<file path="src/sv/pthc_pkg.sv">
`timescale 1ns / 1ps
// ---------------------------------------------------------------------------
// pthc_pkg
// types, constants and register indexes of the compensation unit
// ---------------------------------------------------------------------------
package pthc_pkg;

   localparam logic [23:0] SKIP_TP = 24'h800000;
   localparam logic [15:0] SKIP_H  = 16'h8000;
   localparam logic [31:0] HUM_MAX = 32'd419430400;

   localparam logic [2:0] REG_TEMP    = 3'd0;
   localparam logic [2:0] REG_PRESS_A = 3'd1;
   localparam logic [2:0] REG_PRESS_B = 3'd2;
   localparam logic [2:0] REG_PRESS_C = 3'd3;
   localparam logic [2:0] REG_HUM_A   = 3'd4;
   localparam logic [2:0] REG_HUM_B   = 3'd5;

   typedef struct packed {
      logic [23:0] raw_pressure;
      logic [23:0] raw_temperature;
      logic [15:0] raw_humidity;
   } req_type;

   typedef struct packed {
      logic signed [31:0] fine_temp;
      logic [31:0]        pressure_q24_8;
      logic [28:0]        humidity_scaled;
      logic               pressure_updated;
   } rsp_type;

   // shared serial multiplier command and status
   typedef struct packed {
      logic        start;
      logic [63:0] a;
      logic [63:0] b;
   } mul_cmd_type;

   typedef struct packed {
      logic        done;
      logic [63:0] p;
   } mul_sts_type;

   typedef struct packed {
      logic        start;
      logic [63:0] n;
      logic [63:0] d;
   } div_cmd_type;

   typedef struct packed {
      logic        done;
      logic [63:0] q;
   } div_sts_type;

endpackage

</file>
<file path="src/sv/pth_sensor_compensation_unit.sv">
`timescale 1ns / 1ps
// ---------------------------------------------------------------------------
// pth_sensor_compensation_unit
// integer pressure, temperature and humidity compensation, one request at
// a time, every product through one shared bit-serial multiplier
// ---------------------------------------------------------------------------
// sequence: 21 multiplies and one divide from acceptance to result valid;
//   skipped fields or a zero divisor shorten it
// a new request is taken only after the last one is done; the shared serial multiplier sets it
// reset: synchronous, clears control, calibration to 0, stored results to
//   the skip codes
module pth_sensor_compensation_unit
   import pthc_pkg::*;
(
   input  logic        clock,
   input  logic        reset,
   input  logic        req_valid,
   output logic        req_stall,
   input  req_type     req_data,
   output logic        rsp_valid,
   input  logic        rsp_stall,
   output rsp_type     rsp_data,
   input  logic        csr_write,
   input  logic [2:0]  csr_index,
   input  logic [47:0] csr_data
);

   typedef enum logic [4:0] {
      ST_IDLE = 5'b00001,
      ST_ISSUE = 5'b00010,
      ST_WAIT = 5'b00100,
      ST_DIV = 5'b01000,
      ST_OUT = 5'b10000
   } state_type;

   logic [47:0] tc_ff, pa_ff, pb_ff, pc_ff;
   logic [31:0] ha_ff, hb_ff;
   logic [31:0] ft_ff, pr_ff, hu_ff;
   logic        upd_ff;
   req_type     rq_ff;
   state_type   st_ff, st_in;
   logic [5:0]  op_ff, op_in;
   logic [63:0] r_ff [0:7];
   logic [63:0] r_in [0:7];
   logic [63:0] res;
   logic        rsp_valid_ff;
   rsp_type     out_ff;

   mul_cmd_type mc;
   mul_sts_type ms;
   div_cmd_type dc;
   div_sts_type ds;

   pthc_mul u_mul (.clock(clock), .reset(reset), .cmd(mc), .sts(ms));
   pthc_div u_div (.clock(clock), .reset(reset), .cmd(dc), .sts(ds));

   function automatic logic [63:0] sx16(input logic [15:0] v);
      sx16 = {{48{v[15]}}, v};
   endfunction
   function automatic logic [31:0] s32(input logic [31:0] v, input int s);
      s32 = $unsigned($signed(v) >>> s);
   endfunction
   function automatic logic [63:0] s64(input logic [63:0] v, input int s);
      s64 = $unsigned($signed(v) >>> s);
   endfunction

   // calibration words
   logic [31:0] t, t1, t2, t3, h1, h2, h3, h4, h5, h6;
   logic [63:0] ip, p1, p2, p3, p4, p5, p6, p7, p8, p9;
   assign t  = {12'd0, rq_ff.raw_temperature[23:4]};
   assign t1 = {16'd0, tc_ff[15:0]};
   assign t2 = {{16{tc_ff[31]}}, tc_ff[31:16]};
   assign t3 = {{16{tc_ff[47]}}, tc_ff[47:32]};
   assign ip = {44'd0, rq_ff.raw_pressure[23:4]};
   assign p1 = {48'd0, pa_ff[15:0]};
   assign p2 = sx16(pa_ff[31:16]);
   assign p3 = sx16(pa_ff[47:32]);
   assign p4 = sx16(pb_ff[15:0]);
   assign p5 = sx16(pb_ff[31:16]);
   assign p6 = sx16(pb_ff[47:32]);
   assign p7 = sx16(pc_ff[15:0]);
   assign p8 = sx16(pc_ff[31:16]);
   assign p9 = sx16(pc_ff[47:32]);
   assign h1 = {24'd0, ha_ff[7:0]};
   assign h2 = {{16{ha_ff[23]}}, ha_ff[23:8]};
   assign h3 = {24'd0, ha_ff[31:24]};
   assign h4 = {{20{hb_ff[11]}}, hb_ff[11:0]};
   assign h5 = {{20{hb_ff[23]}}, hb_ff[23:12]};
   assign h6 = {{24{hb_ff[31]}}, hb_ff[31:24]};

   // operand selection per microcode step; r registers hold intermediates
   localparam logic [5:0] OP_T0 = 6'd0, OP_P0 = 6'd3, OP_H0 = 6'd15, OP_END = 6'd28;
   logic [63:0] oa, ob;
   logic        skip_t, skip_p, skip_h;
   assign skip_t = rq_ff.raw_temperature == SKIP_TP;
   assign skip_p = rq_ff.raw_pressure == SKIP_TP;
   assign skip_h = rq_ff.raw_humidity == SKIP_H;

   logic [63:0] fa;
   logic [31:0] hv;
   assign fa = {{32{ft_ff[31]}}, ft_ff} - 64'd128000;
   assign hv = ft_ff - 32'd76800;

   always_comb begin
      oa = '0;
      ob = '0;
      unique case (op_ff)
         6'd0: begin oa = {32'd0, (t >> 3) - (t1 << 1)}; ob = {32'd0, t2}; end
         6'd1: begin oa = {32'd0, (t >> 4) - t1}; ob = oa; end
         6'd2: begin oa = {32'd0, s32(r_ff[1][31:0], 12)}; ob = {32'd0, t3}; end
         6'd3: begin oa = fa; ob = fa; end
         6'd4: begin oa = r_ff[0]; ob = p6; end
         6'd5: begin oa = fa; ob = p5; end
         6'd6: begin oa = r_ff[0]; ob = p3; end
         6'd7: begin oa = fa; ob = p2; end
         6'd8: begin oa = (64'd1 << 47) + r_ff[3]; ob = p1; end
         6'd9: begin oa = ((64'd1048576 - ip) << 31) - r_ff[1]; ob = 64'd3125; end
         6'd10: begin oa = s64(r_ff[5], 13); ob = p9; end
         6'd11: begin oa = r_ff[6]; ob = s64(r_ff[5], 13); end
         6'd12: begin oa = p8; ob = r_ff[5]; end
         6'd15: begin oa = {32'd0, h5}; ob = {32'd0, hv}; end
         6'd16: begin oa = {32'd0, hv}; ob = {32'd0, h6}; end
         6'd17: begin oa = {32'd0, hv}; ob = {32'd0, h3}; end
         6'd18: begin oa = r_ff[1]; ob = r_ff[2]; end
         6'd19: begin oa = r_ff[3]; ob = {32'd0, h2}; end
         6'd20: begin oa = r_ff[0]; ob = r_ff[4]; end
         6'd21: begin oa = {32'd0, s32(r_ff[5][31:0], 15)}; ob = oa; end
         6'd22: begin oa = {32'd0, s32(r_ff[6][31:0], 7)}; ob = {32'd0, h1}; end
         default: begin oa = '0; ob = '0; end
      endcase
   end

   // post-processing of a finished product into the scratch registers
   logic [31:0] pl, hw, hx;
   always_comb begin
      for (int i = 0; i < 8; i++) r_in[i] = r_ff[i];
      pl = ms.p[31:0];
      hx = (({16'd0, rq_ff.raw_humidity} << 14) - (h4 << 20) - pl + 32'd16384);
      hw = s32(r_ff[3][31:0], 10) + 32'd2097152;
      res = ms.p;
      unique case (op_ff)
         6'd0: r_in[0] = {32'd0, s32(pl, 11)};
         6'd1: r_in[1] = {32'd0, pl};
         6'd2: r_in[2] = {32'd0, r_ff[0][31:0] + s32(pl, 14)};
         6'd3: r_in[0] = res;
         6'd4: r_in[1] = res + (p4 << 35);
         6'd5: r_in[1] = r_ff[1] + (res << 17);
         6'd6: r_in[3] = s64(res, 8);
         6'd7: r_in[3] = r_ff[3] + (res << 12);
         6'd8: r_in[4] = s64(res, 33);
         6'd9: r_in[5] = res;
         6'd10: r_in[6] = res;
         6'd11: r_in[6] = s64(res, 25);
         6'd12: r_in[7] = s64(res, 19);
         6'd15: r_in[0] = {32'd0, s32(hx, 15)};
         6'd16: r_in[1] = {32'd0, s32(pl, 10)};
         6'd17: r_in[2] = {32'd0, s32(pl, 11) + 32'd32768};
         6'd18: r_in[3] = {32'd0, pl};
         6'd19: r_in[4] = {32'd0, s32(pl + 32'd8192, 14)};
         6'd20: r_in[5] = {32'd0, pl};
         6'd21: r_in[6] = {32'd0, pl};
         6'd22: r_in[7] = {32'd0, r_ff[5][31:0] - s32(pl, 4)};
         default: r_in[0] = r_ff[0];
      endcase
      if (op_ff == 6'd18) r_in[3] = {32'd0, pl};
      if (op_ff == 6'd19) r_in[3] = {32'd0, hw};
   end

   // step 18 keeps y*z; step 19 multiplies (y*z>>10 + 2^21) by H2
   logic [63:0] ob19;
   assign ob19 = (op_ff == 6'd19) ? {32'd0, s32(r_ff[3][31:0], 10) + 32'd2097152} : oa;

   logic [5:0] nxt_op;
   always_comb begin
      nxt_op = op_ff + 6'd1;
      if (op_ff == 6'd2) nxt_op = OP_P0;
      if (op_ff == 6'd12) nxt_op = OP_H0;
      if (op_ff == 6'd22) nxt_op = OP_END;
   end

   logic [31:0] hfin;
   logic [63:0] pfin;
   assign hfin = r_ff[7][31] ? 32'd0 : ((r_ff[7][31:0] > HUM_MAX) ? HUM_MAX : r_ff[7][31:0]);
   assign pfin = s64(r_ff[5] + r_ff[6] + r_in[7], 8) + (p7 << 4);

   always_comb begin
      st_in = st_ff;
      op_in = op_ff;
      mc = '{start: 1'b0, a: (op_ff == 6'd19) ? ob19 : oa, b: ob};
      // the dividend is the product finishing in this cycle
      dc = '{start: 1'b0, n: ms.p, d: r_ff[4]};
      unique case (st_ff)
         ST_IDLE: if (req_valid) begin
            st_in = ST_ISSUE;
            op_in = OP_T0;
         end
         ST_ISSUE: begin
            priority if (op_ff == OP_T0 && skip_t) op_in = OP_P0;
            else if (op_ff == OP_P0 && skip_p) op_in = OP_H0;
            else if (op_ff == 6'd9 && r_ff[4] == 64'd0) op_in = OP_H0;
            else if (op_ff == OP_H0 && skip_h) op_in = OP_END;
            else if (op_ff == OP_END) st_in = ST_OUT;
            else begin
               mc.start = 1'b1;
               st_in = ST_WAIT;
            end
         end
         ST_WAIT: if (ms.done) begin
            if (op_ff == 6'd9) begin
               dc.start = 1'b1;
               st_in = ST_DIV;
            end else begin
               op_in = nxt_op;
               st_in = ST_ISSUE;
            end
         end
         ST_DIV: if (ds.done) begin
            op_in = 6'd10;
            st_in = ST_ISSUE;
         end
         ST_OUT: if (!rsp_valid_ff || !rsp_stall) st_in = ST_IDLE;
         default: st_in = ST_IDLE;
      endcase
   end

   always_ff @(posedge clock) begin
      if (reset) begin
         st_ff <= ST_IDLE;
         op_ff <= '0;
         rsp_valid_ff <= 1'b0;
         tc_ff <= '0; pa_ff <= '0; pb_ff <= '0; pc_ff <= '0;
         ha_ff <= '0; hb_ff <= '0;
         ft_ff <= 32'h800000; pr_ff <= 32'h800000; hu_ff <= 32'h8000;
         upd_ff <= 1'b0;
      end else begin
         st_ff <= st_in;
         op_ff <= op_in;
         if (csr_write) begin
            unique case (csr_index)
               REG_TEMP:    tc_ff <= csr_data;
               REG_PRESS_A: pa_ff <= csr_data;
               REG_PRESS_B: pb_ff <= csr_data;
               REG_PRESS_C: pc_ff <= csr_data;
               REG_HUM_A:   ha_ff <= csr_data[31:0];
               REG_HUM_B:   hb_ff <= csr_data[31:0];
               default: ;
            endcase
         end
         if (st_ff == ST_IDLE && req_valid) upd_ff <= 1'b0;
         if (st_ff == ST_WAIT && ms.done && op_ff == 6'd2) ft_ff <= r_in[2][31:0];
         if (st_ff == ST_WAIT && ms.done && op_ff == 6'd12) begin
            pr_ff  <= pfin[31:0];
            upd_ff <= 1'b1;
         end
         if (st_ff == ST_ISSUE && op_ff == OP_END && !skip_h) hu_ff <= hfin;
         if (st_ff == ST_OUT && (!rsp_valid_ff || !rsp_stall)) rsp_valid_ff <= 1'b1;
         else if (rsp_valid_ff && !rsp_stall) rsp_valid_ff <= 1'b0;
      end
      if (st_ff == ST_IDLE && req_valid) rq_ff <= req_data;
      if (st_ff == ST_WAIT && ms.done) for (int i = 0; i < 8; i++) r_ff[i] <= r_in[i];
      if (st_ff == ST_DIV && ds.done) r_ff[5] <= ds.q;
      if (st_ff == ST_OUT && (!rsp_valid_ff || !rsp_stall)) begin
         out_ff.fine_temp        <= $signed(ft_ff);
         out_ff.pressure_q24_8   <= pr_ff;
         out_ff.humidity_scaled  <= hu_ff[28:0];
         out_ff.pressure_updated <= upd_ff;
      end
   end

   assign req_stall = st_ff != ST_IDLE;
   assign rsp_valid = rsp_valid_ff;
   assign rsp_data  = out_ff;

   a_one_hot: assert property (@(posedge clock) disable iff (reset) $onehot(st_ff))
      else $error("state not one-hot");
   a_no_take_busy: assert property (@(posedge clock) disable iff (reset)
      st_ff == ST_WAIT |-> req_stall) else $error("request taken while busy");
   a_hum_clamp: assert property (@(posedge clock) disable iff (reset)
      hu_ff <= 32'h8000 || hu_ff <= HUM_MAX) else $error("humidity out of range");
   a_div_ok: assert property (@(posedge clock) disable iff (reset)
      dc.start |-> r_ff[4] != 64'd0) else $error("divide by zero started");

endmodule

</file>
<file path="src/sv/pthc_mul.sv">
`timescale 1ns / 1ps
// ---------------------------------------------------------------------------
// pthc_mul
// bit-serial 64x64 multiplier, low 64 bits of product, one bit per cycle
// ---------------------------------------------------------------------------
module pthc_mul
   import pthc_pkg::*;
(
   input  logic        clock,
   input  logic        reset,
   input  mul_cmd_type cmd,
   output mul_sts_type sts
);

   logic [63:0] acc_ff, acc_in;
   logic [63:0] mcand_ff, mcand_in;
   logic [63:0] mplier_ff, mplier_in;
   logic [6:0]  cnt_ff, cnt_in;
   logic        busy_ff, busy_in;
   logic        done_ff, done_in;

   always_comb begin
      acc_in    = acc_ff;
      mcand_in  = mcand_ff;
      mplier_in = mplier_ff;
      cnt_in    = cnt_ff;
      busy_in   = busy_ff;
      done_in   = 1'b0;
      if (cmd.start) begin
         acc_in    = '0;
         mcand_in  = cmd.a;
         mplier_in = cmd.b;
         cnt_in    = 7'd0;
         busy_in   = 1'b1;
      end else if (busy_ff) begin
         if (mplier_ff[0]) acc_in = acc_ff + mcand_ff;
         mcand_in  = {mcand_ff[62:0], 1'b0};
         mplier_in = {1'b0, mplier_ff[63:1]};
         cnt_in    = cnt_ff + 7'd1;
         if (cnt_ff == 7'd63) begin
            busy_in = 1'b0;
            done_in = 1'b1;
         end
      end
   end

   always_ff @(posedge clock) begin
      if (reset) begin
         busy_ff <= 1'b0;
         done_ff <= 1'b0;
         cnt_ff  <= '0;
      end else begin
         busy_ff <= busy_in;
         done_ff <= done_in;
         cnt_ff  <= cnt_in;
      end
      acc_ff    <= acc_in;
      mcand_ff  <= mcand_in;
      mplier_ff <= mplier_in;
   end

   assign sts.done = done_ff;
   assign sts.p    = acc_ff;

endmodule

</file>
<file path="src/sv/pthc_div.sv">
`timescale 1ns / 1ps
// ---------------------------------------------------------------------------
// pthc_div
// signed 64-bit restoring divider truncating toward zero, one bit per cycle
// ---------------------------------------------------------------------------
module pthc_div
   import pthc_pkg::*;
(
   input  logic        clock,
   input  logic        reset,
   input  div_cmd_type cmd,
   output div_sts_type sts
);

   logic [63:0] rem_ff, rem_in;
   logic [63:0] quo_ff, quo_in;
   logic [63:0] den_ff, den_in;
   logic        neg_ff, neg_in;
   logic [6:0]  cnt_ff, cnt_in;
   logic        busy_ff, busy_in;
   logic        done_ff, done_in;
   logic [64:0] trial;
   logic [63:0] na, nd;

   always_comb begin
      na = cmd.n[63] ? (64'd0 - cmd.n) : cmd.n;
      nd = cmd.d[63] ? (64'd0 - cmd.d) : cmd.d;
      trial = {rem_ff, quo_ff[63]} - {1'b0, den_ff};
      rem_in  = rem_ff;
      quo_in  = quo_ff;
      den_in  = den_ff;
      neg_in  = neg_ff;
      cnt_in  = cnt_ff;
      busy_in = busy_ff;
      done_in = 1'b0;
      if (cmd.start) begin
         rem_in  = '0;
         quo_in  = na;
         den_in  = nd;
         neg_in  = cmd.n[63] ^ cmd.d[63];
         cnt_in  = 7'd0;
         busy_in = 1'b1;
      end else if (busy_ff) begin
         if (!trial[64]) begin
            rem_in = trial[63:0];
            quo_in = {quo_ff[62:0], 1'b1};
         end else begin
            rem_in = {rem_ff[62:0], quo_ff[63]};
            quo_in = {quo_ff[62:0], 1'b0};
         end
         cnt_in = cnt_ff + 7'd1;
         if (cnt_ff == 7'd63) begin
            busy_in = 1'b0;
            done_in = 1'b1;
         end
      end
   end

   always_ff @(posedge clock) begin
      if (reset) begin
         busy_ff <= 1'b0;
         done_ff <= 1'b0;
         cnt_ff  <= '0;
      end else begin
         busy_ff <= busy_in;
         done_ff <= done_in;
         cnt_ff  <= cnt_in;
      end
      rem_ff <= rem_in;
      quo_ff <= quo_in;
      den_ff <= den_in;
      neg_ff <= neg_in;
   end

   assign sts.done = done_ff;
   assign sts.q    = neg_ff ? (64'd0 - quo_ff) : quo_ff;

endmodule
</file>
<file path="config.mk">
export PLATFORM = sky130hd
export DESIGN_NAME = pth_sensor_compensation_unit
export DESIGN_NICKNAME = d
export VERILOG_FILES = /design/src/sv/pthc_pkg.sv /design/src/sv/pth_sensor_compensation_unit.sv /design/src/sv/pthc_mul.sv /design/src/sv/pthc_div.sv
export SDC_FILE = /design/constraint.sdc
export NUM_CORES = 2
export LEC_CHECK = 0
export BUFFER_PORTS_ARGS = -buffer_cell sky130_fd_sc_hd__buf_4
export CAP_MARGIN = 10
export CELL_PAD_IN_SITES_DETAIL_PLACEMENT = 1
export CELL_PAD_IN_SITES_GLOBAL_PLACEMENT = 1
export CORE_MARGIN = 2
export CORE_UTILIZATION = 23
export DETAILED_ROUTE_END_ITERATION = 16
export GPL_TIMING_DRIVEN = 0
export PLACE_DENSITY = 0.52
export SYNTH_ARGS = -nofsm -noshare
export SYNTH_HDL_FRONTEND = slang
export SYNTH_SLANG_ARGS = --single-unit
</file>
<file path="constraint.sdc">
create_clock -name clock -period 12.19 [get_ports clock]
set_input_delay 2.438 -clock clock [delete_from_list [all_inputs] [get_ports clock]]
set_output_delay 2.438 -clock clock [all_outputs]
set_load 0.02 [all_outputs]
</file>
==> results.json <==
{
  "status": "finished with violations",
  "violations": "slew limit",
  "netlist_area_sq_um": 86600,
  "cts_max_path_buffers": 4,
  "whs_ns": 0.384,
  "ff2ff_path_depth": 35,
  "worstSetupStartpointType": "flop",
  "slowest_delay_ns": 1.14,
  "initial_core_util_pct": 23.1,
  "synth_ff_type": "edfxtp_1",
  "holdBufCountCts": 0,
  "track_usage_pct": 29.5,
  "critical-path-slowest-cell": "clkbuf_1",
  "fin_crit_ns": 12.16,
  "drv_slew": 2,
  "synth_cell_types": 109,
  "numCtsBuffers": 181,
  "areaGrowthSynthToFinish_pct": 19.1,
  "slew_headroom_pct": -2.82,
  "fp.dieH_um": 618,
  "rrSetupSlack_ns": 0.03,
  "drc": 0,
  "leakage_nw": 38.8,
  "hold_depth": 0,
  "die_x_um": 618,
  "path_clk_slew_ns": 0.06,
  "finalPower_mw": 22.0,
  "max_freq_mhz": 82.2,
  "antenna_found_initial": 107,
  "synth-warning-count": 0,
  "gr-total-overflow": 0,
  "final-setup-viol-count": 0,
  "wl_per_cell_um": 37.8,
  "crit_top_cell": "a21o_1",
  "final.period_utilization_pct": 99.8,
  "maxCapViolCount": 0,
  "required_ns": 13.00,
  "yosys_register_bits": 1347,
  "grt_max_degree": 65,
  "ir_worst_vdd_mv": 0.135,
  "gp_congestion": 1.03,
  "clk_latency_ns": 0.98,
  "num_vias": 87455,
  "port_buffers": 214,
  "vias_per_cell": 5.69,
  "drive_gt1_share_pct": 7.97,
  "tightest_slew_ns": 1.54,
  "worstHoldPathType": "reg -> reg",
  "synth_edf_count": 839,
  "cp.arrival_ns": 12.97,
  "root_buffer": "clkbuf_16",
  "crit_path_max_fanout": 7,
  "postSynthCellCount": 9666,
  "grt_pass1_vias": 85384,
  "ant_nets": 0,
  "dp_hpwl_um": 467000,
  "finalClockSkew_ns": 0.105,
  "avgSynthCellArea_sq_um": 8.96,
  "layout_commonest_cell": "nand2_1",
  "rsz0062_at_grt": "no",
  "hold_viol": 0,
  "dr.pass1.iters": 8,
  "async_flop_share_pct": 0,
  "dieArea_sq_um": 381000,
  "final_nets": 10876,
  "drt_iter0_drc": 11038,
  "post_cts_buffers": 0,
  "grt_pass1_wl_um": 768000,
  "clock_sinks": 1347,
  "coreArea_sq_um": 375000,
  "layout_common_cells": "1406 x nand2_1, 884 x a21oi_1, 839 x edfxtp_1",
  "ys_seq_area_share_pct": 40.8,
  "htreeDepth": 4,
  "crit_type": "reg -> reg",
  "cts_tree": "yes",
  "p_per_area_nw_per_um2": 213,
  "wl_um": 582000,
  "fp-row-count": 225,
  "ios": 216,
  "end_kind": "flop"
}
==> Yosys cell counts (61+ instances only) <==
master	n	area share (%)
nor2b_1	66	0.48
nand2b_1	65	0.47
o21ai_0	679	3.9
ha_1	508	7.3
a22o_1	87	0.88
a222oi_1	61	0.71
a21oi_1	889	5.1
a31oi_1	67	0.48
inv_1	426	1.8
a22oi_1	234	2.0
edfxtp_1	839	29
o21bai_1	75	0.65
xor2_1	290	2.9
a211oi_1	81	0.70
dfxtp_1	508	12
nor2_1	472	2.0
a221oi_1	107	1.1
a21o_1	298	2.6
mux2i_1	71	0.82
and3_1	101	0.73
nand4_1	115	0.83
nand3_1	196	1.1
nand2_1	1407	6.1
o31ai_1	79	0.68
clkbuf_1	541	2.3
nor3_1	146	0.84
xnor2_1	358	3.6
==> per-layer routing <==
metal	track usage, %	vias up	wire length (um)	share of wire [%]
met3	6.79	1153	55500	9.5
li1	-	36567	-	-
met4	15.8	34	36800	6.3
met2	44.2	4686	245000	42
met1	39.1	45015	244000	42
met5	0	-	248	0.043
==> power by group <==
part	leakage [nW]	internal, mW	switching (mW)	total [mW]
combinational	24.0	3.18	6.89	10.1
clock	3.06	3.38	2.50	5.87
sequential	11.7	5.25	0.800	6.05
total	38.8	11.8	10.2	22.0
==> worst max-delay path: cells and delay by family (launching register included) <==
| family | cells | cell delay [ns] |
|---|---|---|
| compound gates | 18 | 4.92 |
| flops | 1 | 0.98 |
| simple gates | 7 | 1.16 |
| xor+xnor | 3 | 1.25 |
| fa+ha+maj | 4 | 1.63 |
| buf+inv | 3 | 2.08 |
==> registers in the layout (all words and copies together) (netlist names), 7 cells and up <==
name             count
ft_ff               32
ha_ff               32
hb_ff               32
hu_ff               29
ip                  20
pa_ff               48
pb_ff               48
pc_ff               48
pr_ff               32
r_ff               424
rq_ff               44
rsp_data            94
tc_ff               48
u_div.cnt_ff         7
u_div.den_ff        64
u_div.quo_ff        64
u_div.rem_ff        64
u_mul.acc_ff        64
u_mul.cnt_ff         7
u_mul.mcand_ff      64
u_mul.mplier_ff     64
==> per-stage QoR <==
stage | utilization [%] | instance area, sq um | setup WS, ns | setup TNS, ns | instances
3_5_place_dp | 25.7 | 96600 | 0.160 | 0 | 14997
6_report | 27.5 | 103000 | 0.0256 | 0 | 15368
3_3_place_gp | 25.2 | 94600 | -1.42 | -49.92 | 14904
4_1_cts | 27.4 | 103000 | 0.0837 | 0 | 15333
2_1_floorplan | - | 86700 | 4.51 | 0 | 9696
5_1_grt | 27.5 | 103000 | 0.0207 | 0 | 15339
==> logic make-up (layout without fill, tap and decap cells) <==
| kind of cell | after synthesis | count (layout) | synth area share, % |
|---|---|---|---|
| other | 1 | 62 | 0.00433 |
| buffers and inverters | 1057 | 1704 | 4.66 |
| multiplexers | 74 | 74 | 0.860 |
| AO/OA/AOI/OAI | 3112 | 3112 | 23.3 |
| XOR/XNOR | 650 | 650 | 6.60 |
| adder cells (fa/ha/maj) | 566 | 566 | 8.68 |
| AND/OR/NAND/NOR | 2859 | 2859 | 15.1 |
| flip-flops | 1347 | 1347 | 40.8 |
==> area by class of cell <==
type	instances	area [sq um]
Clock inverter	88	1210
Fill cell	43510	272000
Timing Repair Buffer	312	3530
Clock buffer	248	5110
Buffer	619	2490
Tap cell	4994	6250
Inverter	437	1650
Multi-Input combinational cell	7292	47400
Antenna cell	31	77.6
Sequential cell	1347	35400
==> worst paths after layout <==
check,start,endpoint
setup / recovery,u_mul.acc_ff[8],pr_ff[31]
hold / removal,pr_ff[14],rsp_data[44]
setup reg to reg,u_mul.acc_ff[8],pr_ff[31]
hold reg to reg,pr_ff[14],rsp_data[44]
==> repair_timing <==
| item | CTS | global route |
|---|---|---|
| endpoints found under the hold margin | 0 | 0 |
| gates resized for setup | 0 | 11 |
| setup endpoints to repair | 0 | 3 |
(Power assumes the default switching activity.)
